--- src/rtl/lpfr_pkg.sv ---
package lpfr_pkg;

  localparam int STORE_DEPTH = 64;
  localparam int ADDR_W      = $clog2(STORE_DEPTH);
  localparam int COUNT_W     = $clog2(STORE_DEPTH + 1);
  localparam int CRC_BYTES   = 2;
  localparam logic [7:0] START_BYTE = 8'hFB;

  localparam int QUEUE_DEPTH = 3;
  localparam int QPTR_W      = $clog2(QUEUE_DEPTH);
  localparam int QCNT_W      = $clog2(QUEUE_DEPTH + 1);

  typedef enum logic [1:0] {
    ACT_BYTE  = 2'd0,
    ACT_TAKE  = 2'd1,
    ACT_CLEAR = 2'd2,
    ACT_READ  = 2'd3
  } lpfr_action_e;

  typedef enum logic [2:0] {
    PH_IDLE     = 3'd0,
    PH_LENGTH   = 3'd1,
    PH_COMMAND  = 3'd2,
    PH_PAYLOAD  = 3'd3,
    PH_RECEIVED = 3'd4,
    PH_DIGESTED = 3'd5
  } lpfr_phase_e;

  typedef struct packed {
    logic [1:0] action;
    logic [7:0] byte_value;
    logic [5:0] read_index;
  } lpfr_req_t;

  typedef struct packed {
    logic [2:0] parser_state;
    logic       frame_taken;
    logic [7:0] frame_length;
    logic [7:0] frame_command;
    logic [6:0] stored_count;
    logic [7:0] read_byte;
  } lpfr_res_t;

  typedef struct packed {
    logic      valid;
    lpfr_res_t res;
  } lpfr_push_t;

endpackage

--- src/rtl/length_prefixed_frame_receiver.sv ---
// Length-prefixed serial frame receiver.
// Request channel: req_valid_i / req_stall_o / req_i carry one action per
// request: a received byte, take frame, reset parser, or read a stored byte.
// Result channel: res_valid_o / res_stall_i / res_o return exactly one result
// per request, in order: phase after the request, take flag, held length and
// command, stored byte count, and the read byte (zero unless a read hit).
// A result passes through the parser's result register and then a queue entry
// before the result channel offers it.
// Throughput: one request per cycle while results are taken; the parser
// state updates in the cycle of acceptance, the store write and read use one
// port each, and a three-entry result queue decouples the two channels.
// When the receiver stalls, results collect in the queue and req_stall_o
// rises once the queue plus the result in flight would fill it; results are
// never lost or repeated.
// Reset: phase idle, held length, command and count zero, queue empty. The
// byte store is not cleared; only entries below the count are ever read.
module length_prefixed_frame_receiver (
  input  logic                clk_i,
  input  logic                rst_ni,
  input  logic                req_valid_i,
  output logic                req_stall_o,
  input  lpfr_pkg::lpfr_req_t req_i,
  output logic                res_valid_o,
  input  logic                res_stall_i,
  output lpfr_pkg::lpfr_res_t res_o
);
  import lpfr_pkg::*;

  logic       accept;
  lpfr_push_t push;

  assign accept = req_valid_i && !req_stall_o;

  lpfr_parser u_parser (
    .clk_i    (clk_i),
    .rst_ni   (rst_ni),
    .accept_i (accept),
    .req_i    (req_i),
    .push_o   (push)
  );

  lpfr_out_queue u_out_queue (
    .clk_i       (clk_i),
    .rst_ni      (rst_ni),
    .push_i      (push),
    .req_stall_o (req_stall_o),
    .res_valid_o (res_valid_o),
    .res_stall_i (res_stall_i),
    .res_o       (res_o)
  );

endmodule

--- src/rtl/lpfr_parser.sv ---
module lpfr_parser (
  input  logic               clk_i,
  input  logic               rst_ni,
  input  logic               accept_i,
  input  lpfr_pkg::lpfr_req_t req_i,
  output lpfr_pkg::lpfr_push_t push_o
);
  import lpfr_pkg::*;

  lpfr_phase_e        phase_q, phase_d;
  logic [7:0]         length_q, length_d;
  logic [7:0]         command_q, command_d;
  logic [COUNT_W-1:0] count_q, count_d;
  logic [COUNT_W-1:0] count_inc;
  logic               store_full;
  logic               frame_done;
  logic               wr_en;
  logic               taken;
  logic               hit;
  lpfr_action_e       act;

  logic [7:0]         mem_q [STORE_DEPTH];
  logic [7:0]         rdata_q;
  logic               hit_q;
  logic               valid_q;
  lpfr_res_t          res_q, res_d;

  assign act        = lpfr_action_e'(req_i.action);
  assign store_full = int'(count_q) >= STORE_DEPTH;
  assign count_inc  = count_q + COUNT_W'(1);
  assign frame_done = int'(count_inc) >= int'(length_q) + CRC_BYTES;
  assign hit        = (int'(req_i.read_index) < int'(count_q))
                   && (int'(req_i.read_index) < STORE_DEPTH);

  always_comb begin
    phase_d = phase_q;
    if (accept_i) begin
      case (act)
        ACT_BYTE: begin
          case (phase_q)
            PH_IDLE: begin
              if (req_i.byte_value == START_BYTE) phase_d = PH_LENGTH;
            end
            PH_LENGTH:  phase_d = PH_COMMAND;
            PH_COMMAND: phase_d = PH_PAYLOAD;
            PH_PAYLOAD: begin
              if (store_full) phase_d = PH_IDLE;
              else if (frame_done) phase_d = PH_RECEIVED;
            end
            default: ;
          endcase
        end
        ACT_TAKE: begin
          if (phase_q == PH_RECEIVED) phase_d = PH_DIGESTED;
        end
        ACT_CLEAR: phase_d = PH_IDLE;
        default: ;
      endcase
    end
  end

  always_comb begin
    length_d  = length_q;
    command_d = command_q;
    count_d   = count_q;
    wr_en     = 1'b0;
    taken     = 1'b0;
    if (accept_i) begin
      case (act)
        ACT_BYTE: begin
          case (phase_q)
            PH_LENGTH:  length_d = req_i.byte_value;
            PH_COMMAND: begin
              command_d = req_i.byte_value;
              count_d   = '0;
            end
            PH_PAYLOAD: begin
              if (!store_full) begin
                wr_en   = 1'b1;
                count_d = count_inc;
              end
            end
            default: ;
          endcase
        end
        ACT_TAKE: taken = (phase_q == PH_RECEIVED);
        default: ;
      endcase
    end
  end

  always_comb begin
    res_d               = '0;
    res_d.parser_state  = phase_d;
    res_d.frame_taken   = taken;
    res_d.frame_length  = length_d;
    res_d.frame_command = command_d;
    res_d.stored_count  = 7'(count_d);
  end

  always_ff @(posedge clk_i or negedge rst_ni) begin
    if (!rst_ni) begin
      phase_q   <= PH_IDLE;
      length_q  <= '0;
      command_q <= '0;
      count_q   <= '0;
      valid_q   <= 1'b0;
    end else begin
      phase_q   <= phase_d;
      length_q  <= length_d;
      command_q <= command_d;
      count_q   <= count_d;
      valid_q   <= accept_i;
    end
  end

  always_ff @(posedge clk_i) begin
    if (accept_i) begin
      res_q <= res_d;
      hit_q <= (act == ACT_READ) && hit;
    end
  end

  always_ff @(posedge clk_i) begin
    if (wr_en) mem_q[count_q[ADDR_W-1:0]] <= req_i.byte_value;
    if (accept_i) rdata_q <= mem_q[ADDR_W'(req_i.read_index)];
  end

  always_comb begin
    push_o           = '0;
    push_o.valid     = valid_q;
    push_o.res       = res_q;
    push_o.res.read_byte = hit_q ? rdata_q : 8'd0;
  end

  a_count_bound: assert property (@(posedge clk_i) disable iff (!rst_ni)
    int'(count_q) <= STORE_DEPTH)
    else $error("stored byte count beyond store depth");

  a_taken_digested: assert property (@(posedge clk_i) disable iff (!rst_ni)
    valid_q && res_q.frame_taken |-> res_q.parser_state == PH_DIGESTED)
    else $error("frame taken without digested phase");

  a_full_drop: assert property (@(posedge clk_i) disable iff (!rst_ni)
    accept_i && act == ACT_BYTE && phase_q == PH_PAYLOAD && store_full
      |=> phase_q == PH_IDLE && $stable(count_q))
    else $error("byte into full store not dropped");

  a_take_once: assert property (@(posedge clk_i) disable iff (!rst_ni)
    taken |=> phase_q == PH_DIGESTED)
    else $error("take did not move parser to digested");

endmodule

--- src/rtl/lpfr_out_queue.sv ---
module lpfr_out_queue (
  input  logic                 clk_i,
  input  logic                 rst_ni,
  input  lpfr_pkg::lpfr_push_t push_i,
  output logic                 req_stall_o,
  output logic                 res_valid_o,
  input  logic                 res_stall_i,
  output lpfr_pkg::lpfr_res_t  res_o
);
  import lpfr_pkg::*;

  lpfr_res_t         buf_q [QUEUE_DEPTH];
  logic [QPTR_W-1:0] wr_ptr_q, wr_ptr_d;
  logic [QPTR_W-1:0] rd_ptr_q, rd_ptr_d;
  logic [QCNT_W-1:0] cnt_q, cnt_d;
  logic              pop;

  function automatic logic [QPTR_W-1:0] ptr_next(input logic [QPTR_W-1:0] p);
    logic [QPTR_W-1:0] n;
    n = (int'(p) == QUEUE_DEPTH - 1) ? '0 : p + QPTR_W'(1);
    return n;
  endfunction

  assign res_valid_o = cnt_q != '0;
  assign res_o       = buf_q[rd_ptr_q];
  assign pop         = res_valid_o && !res_stall_i;
  // hold the request side while the queue plus the result in flight could overflow
  assign req_stall_o = (int'(cnt_q) + int'(push_i.valid)) >= QUEUE_DEPTH;

  always_comb begin
    wr_ptr_d = push_i.valid ? ptr_next(wr_ptr_q) : wr_ptr_q;
    rd_ptr_d = pop ? ptr_next(rd_ptr_q) : rd_ptr_q;
    cnt_d    = cnt_q;
    if (push_i.valid && !pop) cnt_d = cnt_q + QCNT_W'(1);
    else if (!push_i.valid && pop) cnt_d = cnt_q - QCNT_W'(1);
  end

  always_ff @(posedge clk_i or negedge rst_ni) begin
    if (!rst_ni) begin
      wr_ptr_q <= '0;
      rd_ptr_q <= '0;
      cnt_q    <= '0;
    end else begin
      wr_ptr_q <= wr_ptr_d;
      rd_ptr_q <= rd_ptr_d;
      cnt_q    <= cnt_d;
    end
  end

  always_ff @(posedge clk_i) begin
    if (push_i.valid) buf_q[wr_ptr_q] <= push_i.res;
  end

  a_no_overflow: assert property (@(posedge clk_i) disable iff (!rst_ni)
    push_i.valid |-> int'(cnt_q) < QUEUE_DEPTH || pop)
    else $error("result pushed into full queue");

  a_cnt_bound: assert property (@(posedge clk_i) disable iff (!rst_ni)
    int'(cnt_q) <= QUEUE_DEPTH)
    else $error("queue count beyond depth");

  a_cnt_track: assert property (@(posedge clk_i) disable iff (!rst_ni)
    push_i.valid && !pop |=> cnt_q == $past(cnt_q) + QCNT_W'(1))
    else $error("queue count lost a push");

endmodule
--- config.mk ---
export PLATFORM = sky130hd
export DESIGN_NAME = length_prefixed_frame_receiver
export DESIGN_NICKNAME = d
export VERILOG_FILES = /design/src/rtl/lpfr_pkg.sv /design/src/rtl/length_prefixed_frame_receiver.sv /design/src/rtl/lpfr_parser.sv /design/src/rtl/lpfr_out_queue.sv
export SDC_FILE = /design/constraint.sdc
export NUM_CORES = 1
export LEC_CHECK = 0
export BUFFER_PORTS_ARGS = -buffer_cell sky130_fd_sc_hd__buf_2
export CAP_MARGIN = 20
export CORE_MARGIN = 1.5
export CORE_UTILIZATION = 55
export DETAILED_ROUTE_END_ITERATION = 6
export PLACE_DENSITY_LB_ADDON = 0.12
export SKIP_LAST_GASP = 1
export SLEW_MARGIN = 20
export SYNTH_ARGS = -nofsm -noshare
export SYNTH_HDL_FRONTEND = slang
export SYNTH_SLANG_ARGS = --single-unit
--- constraint.sdc ---
create_clock -name clk_i -period 5.15 [get_ports clk_i]
set_clock_uncertainty 0.1 [all_clocks]
set_input_delay 0.515 -clock clk_i [delete_from_list [all_inputs] [get_ports clk_i]]
set_output_delay 0.515 -clock clk_i [all_outputs]
set_load 0.005 [all_outputs]
# Word level (Yosys, flattened, before mapping)

Memory sizes are Yosys's and may differ from the RTL's. A register that Yosys moved wholly into a read port is not among the register bits.
Index checks and enable logic that the tools add are counted.
Widths: inputs -> output; s select.

Bits in registers: 61
Input port bits: 20
Memories kept: 2
Output and inout bits: 37
RAM bits: 617
Logic and storage cells: 80

Memories:

| name              | depth | width | rd ports | clocked after Yosys merged registers in | write ports | line                 | RTL |
|---|---|---|---|---|---|---|---|
| u_parser.mem_q    | 64    | 8     | 1        | 1                                       | 1           | lpfr_parser.sv:22    | `logic [7:0] mem_q [STORE_DEPTH];` |
| u_out_queue.buf_q | 3     | 35    | 1        | 0                                       | 1           | lpfr_out_queue.sv:12 | `lpfr_res_t buf_q [QUEUE_DEPTH];` |

Eq/ne operators: 10
Reductions and logical operators: 13
$add $sub $neg: 7
Multiplexer cells: 30
Magnitude comparators: 4

Operators with widths:

| cell                | count |
|---|---|
| $mux 8              | 7 |
| $ge 32x3->1 const B | 1 |
| $ge 8x32->1         | 1 |
| $mux 7              | 3 |
| $mux 3              | 5 |
| $pmux 7 s2          | 1 |
| $pmux 3 s4          | 1 |
| $add 8x2->9 const B | 1 |
| $pmux 3 s3          | 1 |
| $eq 2x2->1 const B  | 4 |
| $eq 8x8->1 const B  | 1 |
| $mux 1              | 8 |
| $mux 2              | 4 |
| $add 7x1->7 const B | 1 |
| $ge 7x7->1 const B  | 1 |
| $lt 6x7->1          | 1 |
| $add 2x1->2 const B | 3 |
| $eq 3x2->1 const B  | 2 |
| $logic_and 1x1->1   | 5 |
| $logic_not 1->1     | 4 |
| $reduce_bool 2->1   | 2 |
| $add 2x1->3         | 1 |
| $eq 3x1->1 const B  | 1 |
| $eq 3x3->1 const B  | 1 |
| other kinds (4)     | 4 |

# Depth between registers and ports, before layout

Depth after elaboration: 7
Gate-level depth with buffers: 10
Depth with buffers taken out: 9

# Cells and area by module

Synthesis repeated with hierarchy kept, for this count alone.

Cells, all modules: 1341
Area total of the unflattened synthesis: 26646.8 um2

Modules (own cells, without submodules):

| module                         | sequential area each (um2) | cells each | area an instance (um2) | instances |
|---|---|---|---|---|
| lpfr_parser                    | 17131.4                    | 1090       | 22430.3                | 1 |
| lpfr_out_queue                 | 3303.2                     | 250        | 4202.8                 | 1 |
| length_prefixed_frame_receiver | 0.0                        | 1          | 13.8                   | 1 |

# Worst setup path before layout

Ideal clock, no wire load.

Path kind: register to register
Start: register u_parser.valid_q
End: memory u_out_queue.buf_q[1][0] in the netlist's numbering (enable)
Arrival time: 3.108 ns
Stages on the path, launching flop included: 3
Period minus slack after synthesis: 3.689 ns
Required time: 4.569 ns
Path slack: 1.461 ns
Buffers on the path: 0
Setup time: 0.481 ns
Path through: dfrtp_1 inv_1 nor3b_1

Cells in the longest elaborated chain, start to end: 2

Ends and longest elaborated chain:

| element                      | line                 | RTL |
|---|---|---|
| start: declaration           | lpfr_parser.sv:25    | `logic valid_q;` |
| start signal: assignment     | lpfr_parser.sv:113   | `valid_q <= accept_i;` |
| $mux 1                       | lpfr_out_queue.sv:51 | `if (push_i.valid) buf_q[wr_ptr_q] <= push_i.res;` |
| $mux 1 (not written as such) | lpfr_out_queue.sv:51 |  |
| end: declaration             | lpfr_out_queue.sv:12 |  |

Every way passes these cells.

# Worst setup path in the final report

Start: register u_parser.valid_q
End: memory u_parser.mem_q[43][5] (enable)

Cells in the longest elaborated chain, start to end: 7

Ends and longest elaborated chain:

| element                      | line                                 | RTL |
|---|---|---|
| $add 2x1->3                  | lpfr_out_queue.sv:28                 | `assign req_stall_o = (int'(cnt_q) + int'(push_i.valid)) >= QUEUE_DEPTH;` |
| $ge 32x3->1                  | lpfr_out_queue.sv:28                 |  |
| $logic_not 1->1              | length_prefixed_frame_receiver.sv:32 | `assign accept = req_valid_i && !req_stall_o;` |
| $logic_and 1x1->1            | length_prefixed_frame_receiver.sv:32 |  |
| $mux 1                       | lpfr_parser.sv:68                    | `if (accept_i) begin` |
| $mux 1                       | lpfr_parser.sv:125                   | `if (wr_en) mem_q[count_q[ADDR_W-1:0]] <= req_i.byte_value;` |
| $mux 1 (not written as such) | lpfr_parser.sv:125                   |  |
| end: declaration             | lpfr_parser.sv:22                    |  |

Every way passes these cells.

==> results_dict.tcl <==
set metrics [dict create \
    total_leakage_power_nw 9.83 \
    dieHeight_microns 224 \
    numCtsBuffers 70 \
    rsz0062_at_grt "false" \
    routed_wl_mm 57.6 \
    relSlewSlack_pct 31.6 \
    dieArea_sq_mm 0.0500 \
    dp_hpwl_mm 34.9 \
    worst_pin_slew_ps 1030 \
    cts_tree "built" \
    num-fill-cells 3308 \
    cts.path.max_buffers 3 \
    p_per_area_mw_per_mm2 434 \
    syn_avg_cell_area_sq_um 19.8 \
    synth_common_cells "edfxtp_1, mux4_2, nor2_1" \
    finalCriticalPeriod_ps 3840 \
    grt_overflow_total 0 \
    cts-root-buf "clkbuf_16" \
    drt-initial-drc-count 1325 \
    clock_sinks 686 \
    peakVddDrop_v 0.000274 \
    hold_class "in2reg" \
    final_nets 1486 \
    finalCritPeriodShare_pct 74.6 \
    die_x_microns 224 \
    cp_max_fo 9 \
    required_ps 5280 \
    viasPerCell 6.21 \
    wl_per_cell_microns 27.2 \
    cp-startpoint "u_parser.valid_q" \
    status "complete, no violations" \
    core-area_sq_mm 0.0478 \
    setup_viol_count_final 0 \
    grt.total_usage_pct 23.7 \
    synth_edf_count 653 \
    seqCellArea_sq_mm 0.0204 \
    synth_nets 1393 \
    worstReg2RegStart "u_parser.valid_q" \
    numPortBuffers 56 \
    io_pins 57 \
    cp-start-kind "flip-flop" \
    postRouteAntennaNets 0 \
    diodes 0 \
    path_clk_slew_ps 60 \
    grt_pass1_vias 13200 \
    timing.fmax_ghz 0.260 \
    grt_max_degree 68 \
    yosysSeqAreaShare_pct 76.4 \
    num_vias 13100 \
    post_cts_resized 0 \
    yosys.area.top_type "edfxtp_1" \
    hp-start "res_stall_i" \
    antenna_found_initial 0 \
    multi_input_area_sq_mm 0.00597 \
    insertion_delay_ps 600 \
    synthTopCellsByArea "edfxtp_1, mux4_2, dfrtp_1" \
    gp_congestion 0.833 \
    ys.flop_type "edfxtp_1" \
    htree_levels 3 \
    ys_seq_elements 686 \
    grt_pass1_wl_mm 85.7 \
    synth_area_sq_mm 0.0268 \
    synth_cells 1354 \
    final_hold_viol_count 0 \
    drt_first_pass_iters 5 \
    yosysMostFrequentCell "edfxtp_1" \
    drive_gt1_share_pct 22.8 \
    area_growth_pct 12.1 \
    start_util_pct 55.9 \
    ys_warn_count 0 \
    cp-end-kind "flip-flop" \
    crit_arrival_ps 3970 \
    fin_util_pct 62.7 \
    drv_slew 0 \
    async_flop_share_pct 4.81 \
    synth.distinct_cells 53 \
    fin_tns_setup_ps 0 \
    yosysTopAreaCellShare_pct 73.3 \
    placementRows 80 \
    drc 0 \
    path_class "reg2reg" \
    max_cap_violations 0 \
]
## stage by stage
| step | power [mW] | std cells | setup slack (ps) | area, sq um | hold slack, ps |
|---|---|---|---|---|---|
| 6_report | 13.0 | 2115 | 1310 | 30000 | 222 |
| 4_1_cts | 13.1 | 2115 | 1300 | 30000 | 191 |
| 5_1_grt | 13.5 | 2115 | 1090 | 30000 | 221 |
| 2_1_floorplan | 7.61 | 1354 | 1460 | 26800 | 119 |
| 3_5_place_dp | 8.22 | 1989 | 1280 | 27700 | 357 |
| 3_3_place_gp | 8.18 | 1988 | 1380 | 27700 | 345 |
## critical path, stage by stage (launching register included)
cell and delay, ps:
dfrtp_1 420, ha_1 210, ha_1 280, a21oi_2 200, nand3b_1 200, nor3_4 330, nand4_1 850, nor2_1 880
## cell type report
| type | instances | area share (%) |
|---|---|---|
| clock buffer | 93 | 6.58 |
| tap | 615 | 2.57 |
| sequential | 686 | 68.2 |
| clock inverter | 32 | 0.889 |
| multi-input combinational | 596 | 19.9 |
| timing repair buffer | 79 | 1.73 |
| inverter | 14 | 0.175 |
## layer usage
| metal | vias up | wire length [microns] | track usage [%] |
|---|---|---|---|
| met2 | 534 | 26300 | 35.2 |
| met3 | 97 | 4510 | 5.60 |
| met4 | 0 | 1530 | 7.45 |
| met5 | - | 0 | 0 |
| met1 | 6845 | 25200 | 35.4 |
| li1 | 5664 | - | - |
## final timing paths
kind                                                  to  cells after the start  slack, ps
worst max-delay path               u_parser.mem_q[43][5]                      7       1310
worst min-delay path             u_out_queue.rd_ptr_q[1]                      4        220
worst max register to register     u_parser.mem_q[43][5]                      7       1310
worst min register to register  u_out_queue.buf_q[2][31]                      0        370
max in group asynchronous        u_out_queue.rd_ptr_q[0]                      2       3940
min in group asynchronous          u_parser.command_q[7]                      2        430
## kinds of logic after synthesis
family	Yosys count	synth area share [%]
XOR/XNOR	11	0.360
AND/OR/NAND/NOR	216	3.81
adder cells (fa/ha/maj)	19	0.889
flip-flops	686	76.4
buffers and inverters	72	1.38
AO/OA/AOI/OAI	138	3.15
multiplexers	212	14.0
## where the power goes
part / leakage (nW) / internal (mW) / switching (mW) / total [mW]
registers: 6.36 / 6.59 / 0.167 / 6.76
logic: 2.38 / 0.500 / 0.816 / 1.32
clock network: 1.10 / 2.89 / 2.03 / 4.92
total: 9.83 / 9.99 / 3.01 / 13.0
## state kept, by name, summed over array words and instances, names as in the netlist
register and cells:
u_out_queue.buf_q 105, u_out_queue.cnt_q 2, u_out_queue.rd_ptr_q 2, u_out_queue.wr_ptr_q 2, u_parser.command_q 8, u_parser.count_q 7
u_parser.hit_q 1, u_parser.length_q 8, u_parser.mem_q 512, u_parser.phase_q 3, u_parser.push_o 27, u_parser.rdata_q 8
u_parser.valid_q 1
## what timing repair did
action	in CTS	in global routing
endpoints found under the hold margin	33	0
setup buffers	0	0
hold buffers	1	0
## cells in the final DEF (no fill, tap or decap), drive strengths merged, types with 5 or more instances in the layout
cell      n
mux2i    62
o22ai    22
and2     11
a21oi    17
clkinv   25
nand2    67
dfrtp    33
mux2     22
nor2     80
clkbuf   94
buf      77
o221ai    8
nor3      5
a21o      5
edfxtp  653
nand2b   10
a211oi    7
ha       19
a22o      5
o21ai    57
mux4    128
inv      16
nand3    21
xnor2     7
nor2b     5
Power figures use the tool's default switching activity.
